$ cat config.mk
export PLATFORM = sky130hd
export DESIGN_NAME = normalized_magnitude_entropy
export DESIGN_NICKNAME = d
export VERILOG_FILES = /design/src/rtl/nme_pkg.sv /design/src/rtl/nme_front.sv /design/src/rtl/nme_fifo.sv /design/src/rtl/nme_back.sv /design/src/rtl/normalized_magnitude_entropy.sv
export SDC_FILE = /design/constraint.sdc
export NUM_CORES = 2
export LEC_CHECK = 0
export BUFFER_PORTS_ARGS = -buffer_cell sky130_fd_sc_hd__buf_2
export CAP_MARGIN = 20
export CORE_ASPECT_RATIO = 1.1
export CORE_MARGIN = 5
export CORE_UTILIZATION = 40
export DETAILED_ROUTE_END_ITERATION = 10
export PLACE_DENSITY_LB_ADDON = 0.15
export SETUP_SLACK_MARGIN = 0.5
export SKIP_CTS_REPAIR_TIMING = 1
export SYNTH_ARGS = -nofsm -noshare
export SYNTH_HDL_FRONTEND = slang
export SYNTH_SLANG_ARGS = --single-unit
$ cat constraint.sdc
create_clock -name clk_i -period 13.6 [get_ports clk_i]
set_input_delay 2.72 -clock clk_i [delete_from_list [all_inputs] [get_ports clk_i]]
set_output_delay 2.72 -clock clk_i [all_outputs]
set_load 0.05 [all_outputs]
$ cat src/rtl/nme_pkg.sv
`default_nettype none
package nme_pkg;

  localparam int MaxSamples = 4096;
  localparam int SampleBits = 16;
  localparam int PartW      = (SampleBits < 16) ? SampleBits : 16;
  localparam int CntW       = $clog2(MaxSamples + 2);

  localparam int QW     = 44;
  localparam int AW     = 30;
  localparam int BW     = 56;
  localparam int RadW   = 54;
  localparam int RootW  = 27;
  localparam int NumW   = 59;
  localparam int DvdW   = 60;
  localparam int MantW  = 31;
  localparam int FracW  = 24;
  localparam int LogW   = 30;
  localparam int ItrW   = 6;

  localparam int FifoDepth = 4;
  localparam int FifoAw    = 2;

  localparam logic [31:0] Ln2Q32 = 32'd2977044472;
  localparam logic [5:0]  TopBit = 6'd43;

  typedef struct packed {
    logic signed [15:0] sample_real;
    logic signed [15:0] sample_imag;
    logic               last_sample;
  } sample_t;

  typedef struct packed {
    logic [23:0] entropy_value;
    logic        zero_norm_error;
    logic        length_error;
  } result_t;

  typedef struct packed {
    logic [PartW-1:0] mag_re;
    logic [PartW-1:0] mag_im;
    logic             do_sum;
    logic             last;
    logic             len_err;
  } elem_t;

  typedef struct packed {
    logic full;
    logic empty;
  } fifo_stat_t;

  typedef enum logic [3:0] {
    BkIdle, BkSq0, BkSq1, BkSq2, BkRoot, BkNorm, BkSqr, BkSqrR,
    BkLn, BkLnR, BkAl, BkAlR, BkLast, BkPs, BkPsR, BkDiv
  } back_state_e;

  // absolute value of the low PartW bits read as two's complement
  function automatic logic [PartW-1:0] part_abs(input logic [15:0] f);
    logic [PartW-1:0] v;
    v = f[PartW-1:0];
    if (v[PartW-1]) begin
      return PartW'(-v);
    end
    return v;
  endfunction

endpackage
`default_nettype wire

$ cat src/rtl/nme_front.sv
`default_nettype none
module nme_front (
  input  wire logic             clk_i,
  input  wire logic             rst_ni,
  input  wire logic             accept_i,
  input  wire nme_pkg::sample_t sample_i,
  output nme_pkg::elem_t        elem_o
);

  logic [nme_pkg::CntW-1:0] cnt_q, cnt_d, cnt_inc;
  localparam logic [nme_pkg::CntW-1:0] Max = nme_pkg::CntW'(nme_pkg::MaxSamples);

  always_comb begin
    // count saturates one past the limit
    cnt_inc = (cnt_q <= Max) ? cnt_q + 1'b1 : cnt_q;
    elem_o.mag_re  = nme_pkg::part_abs(sample_i.sample_real);
    elem_o.mag_im  = nme_pkg::part_abs(sample_i.sample_imag);
    elem_o.do_sum  = (cnt_q < Max);
    elem_o.last    = sample_i.last_sample;
    elem_o.len_err = (cnt_inc > Max);
    cnt_d = cnt_q;
    if (accept_i) begin
      cnt_d = sample_i.last_sample ? '0 : cnt_inc;
    end
  end

  always_ff @(posedge clk_i or negedge rst_ni) begin
    if (!rst_ni) begin
      cnt_q <= '0;
    end else begin
      cnt_q <= cnt_d;
    end
  end

endmodule
`default_nettype wire

$ cat src/rtl/nme_fifo.sv
`default_nettype none
module nme_fifo (
  input  wire logic            clk_i,
  input  wire logic            rst_ni,
  input  wire logic            push_i,
  input  wire nme_pkg::elem_t  data_i,
  input  wire logic            pop_i,
  output nme_pkg::elem_t       data_o,
  output nme_pkg::fifo_stat_t  stat_o
);

  nme_pkg::elem_t mem_q [nme_pkg::FifoDepth];
  logic [nme_pkg::FifoAw-1:0] wr_q, rd_q;
  logic [nme_pkg::FifoAw:0]   cnt_q;

  assign data_o       = mem_q[rd_q];
  assign stat_o.full  = (cnt_q == (nme_pkg::FifoAw+1)'(nme_pkg::FifoDepth));
  assign stat_o.empty = (cnt_q == '0);

  always_ff @(posedge clk_i) begin
    if (push_i) begin
      mem_q[wr_q] <= data_i;
    end
  end

  always_ff @(posedge clk_i or negedge rst_ni) begin
    if (!rst_ni) begin
      wr_q  <= '0;
      rd_q  <= '0;
      cnt_q <= '0;
    end else begin
      if (push_i) begin
        wr_q <= wr_q + 1'b1;
      end
      if (pop_i) begin
        rd_q <= rd_q + 1'b1;
      end
      if (push_i && !pop_i) begin
        cnt_q <= cnt_q + 1'b1;
      end else if (pop_i && !push_i) begin
        cnt_q <= cnt_q - 1'b1;
      end
    end
  end

endmodule
`default_nettype wire

$ cat src/rtl/nme_back.sv
`default_nettype none
module nme_back (
  input  wire logic                clk_i,
  input  wire logic                rst_ni,
  input  wire nme_pkg::elem_t      elem_i,
  input  wire nme_pkg::fifo_stat_t stat_i,
  output logic                     pop_o,
  output nme_pkg::result_t         result_o,
  output logic                     result_valid_o
);

  localparam int RootW = nme_pkg::RootW;
  localparam int DvdW  = nme_pkg::DvdW;

  nme_pkg::back_state_e state_q, state_d;

  nme_pkg::elem_t                elem_q;
  logic [31:0]                   mul_a, mul_b;
  logic [63:0]                   prod_q;
  logic [31:0]                   tmp_q, sq;
  logic [nme_pkg::QW-1:0]        sos_q;
  logic [nme_pkg::AW-1:0]        soa_q;
  logic [nme_pkg::BW-1:0]        sml_q;
  logic [nme_pkg::RadW-1:0]      rad_q;
  logic [RootW-1:0]              root_q, root_n;
  logic [RootW+1:0]              rem_q, rem_new;
  logic [RootW+3:0]              rem_n, trial;
  logic [nme_pkg::ItrW-1:0]      itr_q;
  logic                          final_q;
  logic [15:0]                   a_q;
  logic [nme_pkg::QW-1:0]        lg_q;
  logic [5:0]                    e_q;
  logic [nme_pkg::MantW-1:0]     mant_q;
  logic [nme_pkg::FracW-1:0]     frac_q;
  logic [31:0]                   sqv;
  logic [nme_pkg::LogW-1:0]      ln_q;
  logic [28:0]                   lns_q;
  logic [nme_pkg::NumW-1:0]      num_q, pos;
  logic [RootW-1:0]              s5_q, drem_q, drem_new;
  logic [RootW:0]                drem_n;
  logic                          qbit;
  logic [DvdW-1:0]               dvd_q, quo;
  logic [23:0]                   psi;
  logic                          itr_end;
  nme_pkg::result_t              res_q;
  logic                          valid_q;

  assign result_o       = res_q;
  assign result_valid_o = valid_q;

  always_comb begin
    sq      = tmp_q + prod_q[31:0];
    itr_end = (itr_q == nme_pkg::ItrW'(1));
    sqv     = prod_q[61:30];
    pos     = prod_q[nme_pkg::NumW-1:0];
    // one digit pair of the square root
    rem_n   = {rem_q, rad_q[nme_pkg::RadW-1 -: 2]};
    trial   = (RootW+4)'({root_q, 2'b01});
    if (rem_n >= trial) begin
      rem_new = (RootW+2)'(rem_n - trial);
      root_n  = {root_q[RootW-2:0], 1'b1};
    end else begin
      rem_new = rem_n[RootW+1:0];
      root_n  = {root_q[RootW-2:0], 1'b0};
    end
    // one quotient bit of the divide
    drem_n = {drem_q, dvd_q[DvdW-1]};
    qbit   = (drem_n >= {1'b0, s5_q});
    drem_new = qbit ? RootW'(drem_n - {1'b0, s5_q}) : drem_n[RootW-1:0];
    quo    = {dvd_q[DvdW-2:0], qbit};
    psi    = (quo > DvdW'(24'hFFFFFF)) ? 24'hFFFFFF : quo[23:0];
  end

  always_comb begin
    state_d = state_q;
    pop_o   = 1'b0;
    mul_a   = '0;
    mul_b   = '0;
    case (state_q)
      nme_pkg::BkIdle: begin
        if (!stat_i.empty) begin
          pop_o   = 1'b1;
          state_d = elem_i.do_sum ? nme_pkg::BkSq0 : nme_pkg::BkLast;
        end
      end
      nme_pkg::BkSq0: begin
        mul_a   = 32'(elem_q.mag_re);
        mul_b   = 32'(elem_q.mag_re);
        state_d = nme_pkg::BkSq1;
      end
      nme_pkg::BkSq1: begin
        mul_a   = 32'(elem_q.mag_im);
        mul_b   = 32'(elem_q.mag_im);
        state_d = nme_pkg::BkSq2;
      end
      nme_pkg::BkSq2: begin
        state_d = (sq == '0) ? nme_pkg::BkLast : nme_pkg::BkRoot;
      end
      nme_pkg::BkRoot: begin
        if (itr_end) begin
          state_d = final_q ? nme_pkg::BkDiv : nme_pkg::BkNorm;
        end
      end
      nme_pkg::BkNorm: begin
        if (lg_q[nme_pkg::QW-1]) begin
          state_d = nme_pkg::BkSqr;
        end
      end
      nme_pkg::BkSqr: begin
        mul_a   = 32'(mant_q);
        mul_b   = 32'(mant_q);
        state_d = nme_pkg::BkSqrR;
      end
      nme_pkg::BkSqrR: begin
        state_d = itr_end ? nme_pkg::BkLn : nme_pkg::BkSqr;
      end
      nme_pkg::BkLn: begin
        mul_a   = 32'({e_q, frac_q});
        mul_b   = nme_pkg::Ln2Q32;
        state_d = nme_pkg::BkLnR;
      end
      nme_pkg::BkLnR: begin
        state_d = final_q ? nme_pkg::BkPs : nme_pkg::BkAl;
      end
      nme_pkg::BkAl: begin
        mul_a   = 32'(a_q);
        mul_b   = 32'(ln_q);
        state_d = nme_pkg::BkAlR;
      end
      nme_pkg::BkAlR: begin
        state_d = nme_pkg::BkLast;
      end
      nme_pkg::BkLast: begin
        if (!elem_q.last || elem_q.len_err || (sos_q == '0)) begin
          state_d = nme_pkg::BkIdle;
        end else begin
          state_d = nme_pkg::BkNorm;
        end
      end
      nme_pkg::BkPs: begin
        mul_a   = 32'(lns_q);
        mul_b   = 32'(soa_q);
        state_d = nme_pkg::BkPsR;
      end
      nme_pkg::BkPsR: begin
        state_d = nme_pkg::BkRoot;
      end
      nme_pkg::BkDiv: begin
        if (itr_end) begin
          state_d = nme_pkg::BkIdle;
        end
      end
      default: begin
        state_d = nme_pkg::BkIdle;
      end
    endcase
  end

  always_ff @(posedge clk_i or negedge rst_ni) begin
    if (!rst_ni) begin
      state_q <= nme_pkg::BkIdle;
    end else begin
      state_q <= state_d;
    end
  end

  // working registers
  always_ff @(posedge clk_i) begin
    prod_q <= mul_a * mul_b;
    case (state_q)
      nme_pkg::BkIdle: begin
        if (!stat_i.empty) begin
          elem_q <= elem_i;
        end
      end
      nme_pkg::BkSq1: begin
        tmp_q <= prod_q[31:0];
      end
      nme_pkg::BkSq2: begin
        rad_q   <= nme_pkg::RadW'(sq);
        root_q  <= '0;
        rem_q   <= '0;
        itr_q   <= nme_pkg::ItrW'(RootW);
        final_q <= 1'b0;
      end
      nme_pkg::BkRoot: begin
        rad_q  <= rad_q << 2;
        rem_q  <= rem_new;
        root_q <= root_n;
        itr_q  <= itr_q - 1'b1;
        if (itr_end) begin
          if (!final_q) begin
            a_q  <= root_n[15:0];
            lg_q <= nme_pkg::QW'(root_n[15:0]);
            e_q  <= nme_pkg::TopBit;
          end else begin
            s5_q   <= root_n;
            dvd_q  <= {num_q, 1'b0};
            drem_q <= '0;
            itr_q  <= nme_pkg::ItrW'(DvdW);
          end
        end
      end
      nme_pkg::BkNorm: begin
        if (!lg_q[nme_pkg::QW-1]) begin
          lg_q <= lg_q << 1;
          e_q  <= e_q - 1'b1;
        end else begin
          mant_q <= lg_q[nme_pkg::QW-1 -: nme_pkg::MantW];
          frac_q <= '0;
          itr_q  <= nme_pkg::ItrW'(nme_pkg::FracW);
        end
      end
      nme_pkg::BkSqrR: begin
        frac_q <= {frac_q[nme_pkg::FracW-2:0], sqv[31]};
        mant_q <= sqv[31] ? sqv[31:1] : sqv[30:0];
        itr_q  <= itr_q - 1'b1;
      end
      nme_pkg::BkLnR: begin
        ln_q  <= prod_q[61:32];
        lns_q <= prod_q[61:33];
      end
      nme_pkg::BkLast: begin
        final_q <= 1'b1;
        lg_q    <= sos_q;
        e_q     <= nme_pkg::TopBit;
      end
      nme_pkg::BkPsR: begin
        num_q  <= (pos > nme_pkg::NumW'(sml_q)) ? pos - nme_pkg::NumW'(sml_q) : '0;
        rad_q  <= {sos_q, 10'b0};
        root_q <= '0;
        rem_q  <= '0;
        itr_q  <= nme_pkg::ItrW'(RootW);
      end
      nme_pkg::BkDiv: begin
        drem_q <= drem_new;
        dvd_q  <= quo;
        itr_q  <= itr_q - 1'b1;
      end
      default: begin
      end
    endcase
  end

  // running sums and the result register
  always_ff @(posedge clk_i or negedge rst_ni) begin
    if (!rst_ni) begin
      sos_q   <= '0;
      soa_q   <= '0;
      sml_q   <= '0;
      valid_q <= 1'b0;
      res_q   <= '0;
    end else begin
      valid_q <= 1'b0;
      case (state_q)
        nme_pkg::BkSq2: begin
          sos_q <= sos_q + nme_pkg::QW'(sq);
        end
        nme_pkg::BkRoot: begin
          if (itr_end && !final_q) begin
            soa_q <= soa_q + nme_pkg::AW'(root_n[15:0]);
          end
        end
        nme_pkg::BkAlR: begin
          sml_q <= sml_q + nme_pkg::BW'(prod_q[45:0]);
        end
        nme_pkg::BkLast: begin
          if (elem_q.last && (elem_q.len_err || (sos_q == '0))) begin
            valid_q               <= 1'b1;
            res_q.entropy_value   <= '0;
            res_q.length_error    <= elem_q.len_err;
            res_q.zero_norm_error <= !elem_q.len_err;
            sos_q <= '0;
            soa_q <= '0;
            sml_q <= '0;
          end
        end
        nme_pkg::BkDiv: begin
          if (itr_end) begin
            valid_q               <= 1'b1;
            res_q.entropy_value   <= psi;
            res_q.length_error    <= 1'b0;
            res_q.zero_norm_error <= 1'b0;
            sos_q <= '0;
            soa_q <= '0;
            sml_q <= '0;
          end
        end
        default: begin
        end
      endcase
    end
  end

endmodule
`default_nettype wire

$ cat src/rtl/normalized_magnitude_entropy.sv
`default_nettype none
// Entropy focus metric of a complex vector: one sample per request, the last one
// marked; one result (psi in unsigned Q4.20 plus two error flags) is strobed for
// a single cycle once the last sample is done, with no hold-off by the receiver.
// Requests go into a four-entry queue, so at least five samples are taken back to
// back while busy is low when the back end starts idle. The back end works one
// sample at a time with one shared 32x32 multiplier: a nonzero sample takes 27
// square-root steps, one normalize shift per cycle and 24 squarings. The last
// sample of a valid vector adds the log of the sum of squares, two multiplies,
// a 27-step square root and a 60-step divide before the result strobe. Throughput
// is set by that iterative back end; busy is high while the queue is full.
module normalized_magnitude_entropy (
  input  wire logic             clk_i,
  input  wire logic             rst_ni,
  input  wire logic             start,
  output logic                  busy,
  input  wire nme_pkg::sample_t sample_i,
  output nme_pkg::result_t      result_o,
  output logic                  result_valid_o
);

  nme_pkg::elem_t      front_elem, head_elem;
  nme_pkg::fifo_stat_t stat;
  logic                accept, pop;

  assign busy   = stat.full;
  assign accept = start && !stat.full;

  nme_front u_front (
    .clk_i    (clk_i),
    .rst_ni   (rst_ni),
    .accept_i (accept),
    .sample_i (sample_i),
    .elem_o   (front_elem)
  );

  nme_fifo u_fifo (
    .clk_i  (clk_i),
    .rst_ni (rst_ni),
    .push_i (accept),
    .data_i (front_elem),
    .pop_i  (pop),
    .data_o (head_elem),
    .stat_o (stat)
  );

  nme_back u_back (
    .clk_i          (clk_i),
    .rst_ni         (rst_ni),
    .elem_i         (head_elem),
    .stat_i         (stat),
    .pop_o          (pop),
    .result_o       (result_o),
    .result_valid_o (result_valid_o)
  );

endmodule
`default_nettype wire

==> impl_metrics.env <==
export IMPL_antenna_found_initial=14
export IMPL_mostFrequentLayoutCell="nand2_1"
export IMPL_cp_max_fo=18
export IMPL_synth_distinct_cells=96
export IMPL_clk_latency_ns=0.73
export IMPL_viasPerCell=5.52
export IMPL_netSwitchingPower_mw=10.3
export IMPL_p_clk_share_pct=13.3
export IMPL_crit_path_end_kind="register"
export IMPL_io_pins=64
export IMPL_arrival_ns=11.56
export IMPL_ys_seq_elements=890
export IMPL_grt_overflow_total=0
export IMPL_dieHeight_um=474
export IMPL_routedWlPerCell_um=23.7
export IMPL_hold_class="reg2reg"
export IMPL_required_ns=14.17
export IMPL_start_util_pct=40.2
export IMPL_setup_viol=0
export IMPL_wirelength_mm=254
export IMPL_synth_edff_count=647
export IMPL_finalHoldViolCount=0
export IMPL_setup_tns_final_ns=0
export IMPL_powerDensity_nw_per_um2=240
export IMPL_min_period_ns=10.99
export IMPL_total_leakage_power_nw=38.2
export IMPL_htreeDepth=3
export IMPL_layout_common_cells="1219 x nand2_1, 1148 x inv_1, 872 x fa_1"
export IMPL_die_area_um2=205000
export IMPL_place_gp_congestion=0.930
export IMPL_dr_first_iter_drc_count=4492
export IMPL_syn_avg_cell_area_um2=9.70
export IMPL_crit_slowest_cell="nor3_2"
export IMPL_syn_area_um2=78400
export IMPL_final_max_slew_violation_count=0
export IMPL_grt_pass1_wl_mm=382
export IMPL_ys_warn_count=0
export IMPL_grt_max_degree=81
export IMPL_cts_root_buf="clkbuf_16"
export IMPL_p_int_mw=10.2
export IMPL_fmax_ghz=0.0910
export IMPL_numCtsBuffers=99
export IMPL_synth_nets=9492
export IMPL_hpwlAfterDp_mm=193
export IMPL_layout_nets=9451
export IMPL_dr_pass1_iters=9
export IMPL_worst_path_largest_cell_delay_ns=0.96
export IMPL_die_w_um=432
export IMPL_worstMarginPinSlew_ns=1.19
export IMPL_clock_skew_ns=0.0437
export IMPL_vias=59100
export IMPL_track_usage_pct=24.7
export IMPL_startpoint_type="register"
export IMPL_peakVddDrop_v=0.000149
export IMPL_core_area_um2=195000
export IMPL_p_sw_share_pct=50.5
export IMPL_drive_above_1_share_pct=6.32
export IMPL_remaining_drc_errors=0
export IMPL_io_buffers=63
export IMPL_grt_pass1_vias=60400
export IMPL_postSynthCellCount=8085
export IMPL_whs_ns=0.453
export IMPL_seqPwrFrac_pct=23.8
export IMPL_path_class="reg2reg"
export IMPL_outcome="finished, final reports clean"
export IMPL_grt_setup_unrepaired="false"
export IMPL_clkTransAtPathRegs_ns=0.06
export IMPL_cts_tree="built"
export IMPL_synthToLayoutAreaGrowth_pct=8.79
export IMPL_yosysSeqAreaShare_pct=32.1
export IMPL_postRouteAntennaNets=0
export IMPL_pwr_share_comb_pct=62.9
export IMPL_synth_flop_cell="edfxtp_1"
export IMPL_ys_async_sr_fraction_pct=20.3
export IMPL_maxCapViolations=0
export IMPL_period_share_pct=80.8
export IMPL_crit_top_cell="fa_1"
export IMPL_cts_max_path_buffers=3
export IMPL_slew_headroom_pct=20.5
export IMPL_n_fill_cell=18900
export IMPL_rows=170
export IMPL_clkSinkCount=890
## layer usage
metal | GRT usage, % | share of wire, % | vias up
met4 | 11.6 | 5.5 | 12
met3 | 4.48 | 6.8 | 571
met5 | 0 | 0.030 | -
li1 | - | - | 26500
met2 | 40.7 | 47 | 1974
met1 | 31.6 | 41 | 30100
## sequential cells by signal, indices dropped and copies added, names as in the netlist, 34 cells and up
name,flops
u_back.dvd_q,60
u_back.elem_q,34
u_back.lg_q,44
u_back.num_q,59
u_back.prod_q,62
u_back.rad_q,54
u_back.sml_q,56
u_back.sos_q,44
u_fifo.mem_q,140
## stage by stage
stage | cells | utilization (%) | power, mW | area (µm²) | setup slack, ns
after floorplan | 8085 | - | 13.3 | 78400 | 3.69
after global placement | 10500 | 42.0 | 17.6 | 81900 | 2.91
after detailed placement | 10500 | 42.0 | 17.7 | 81900 | 2.78
after CTS | 10700 | 43.7 | 20.6 | 85200 | 2.77
after global routing | 10700 | 43.7 | 22.0 | 85300 | 2.25
final | 10700 | 43.7 | 20.5 | 85300 | 2.61
## Yosys cell counts, types with 62 or more instances
library cell     n  area share [%]
a21o_1         122             1.2
a21oi_1        305             1.9
a22o_1          65            0.73
and2_1          67            0.53
clkbuf_1       323             1.5
dfrtp_1        181             5.8
dfxtp_1         62             1.6
edfxtp_1       647              25
fa_1           872              22
ha_1           499             8.0
inv_1         1149             5.5
mux2i_1         64            0.82
nand2_1       1222             5.9
nand3_1        107            0.68
nand4_1         74            0.59
nor2_1         840             4.0
nor3_1          80            0.51
o21ai_0        290             1.9
xnor2_1        220             2.5
xor2_1         104             1.2
## power groups by stage
stage	combinational (mW)	clock [mW]	sequential, mW
after global placement	12.7	0	4.90
after floorplan	8.63	0	4.66
after detailed placement	12.8	0	4.91
final	12.9	2.74	4.87
after CTS	12.9	2.80	4.87
after global routing	14.2	2.91	4.94
## worst max-delay path, delay by kind of cell (launching register included)
kind            cells  cell delay (ns)
xor+xnor            1             0.15
flops               1             0.75
buf+inv             3             0.17
simple gates        5             2.90
compound gates     10             2.65
fa+ha+maj           9             4.20
## cell type report
type	instances	area, µm²	area share [%]
diodes	6	15.0	0.0176
clock buffers	138	2800	3.28
clock inverters	49	503	0.590
inverters	1154	4330	5.08
multi-input cells	5659	47500	55.7
flip-flops and latches	890	25200	29.6
well taps	2580	3230	3.79
repair buffers	240	1710	2.00
## path summary, 6_finish.rpt
check                             startpoint  cells after the start  slack (ns)             endpoint
setup / recovery           u_back.state_q[0]                     28        2.61    u_back.prod_q[47]
hold / removal             u_back.root_q[15]                      0        0.45      u_back.s5_q[16]
setup reg to reg           u_back.state_q[0]                     28        2.61    u_back.prod_q[47]
hold reg to reg            u_back.root_q[15]                      0        0.45      u_back.s5_q[16]
max in group asynchronous             rst_ni                      2       10.18  u_back.result_o[16]
min in group asynchronous             rst_ni                      1        2.05     u_front.cnt_q[9]
## logic make-up after synthesis
group	Yosys count	synth area share, %
DFF	890	32.1
AOI/OAI and AO/OA	1188	10.0
adders and majority gates	1371	30.2
muxes	100	1.84
xor gates and xnor gates	324	3.62
and+or+nand+nor	2676	14.7
buffers and inverters	1536	7.43
Power figures use the tool's default switching activity.
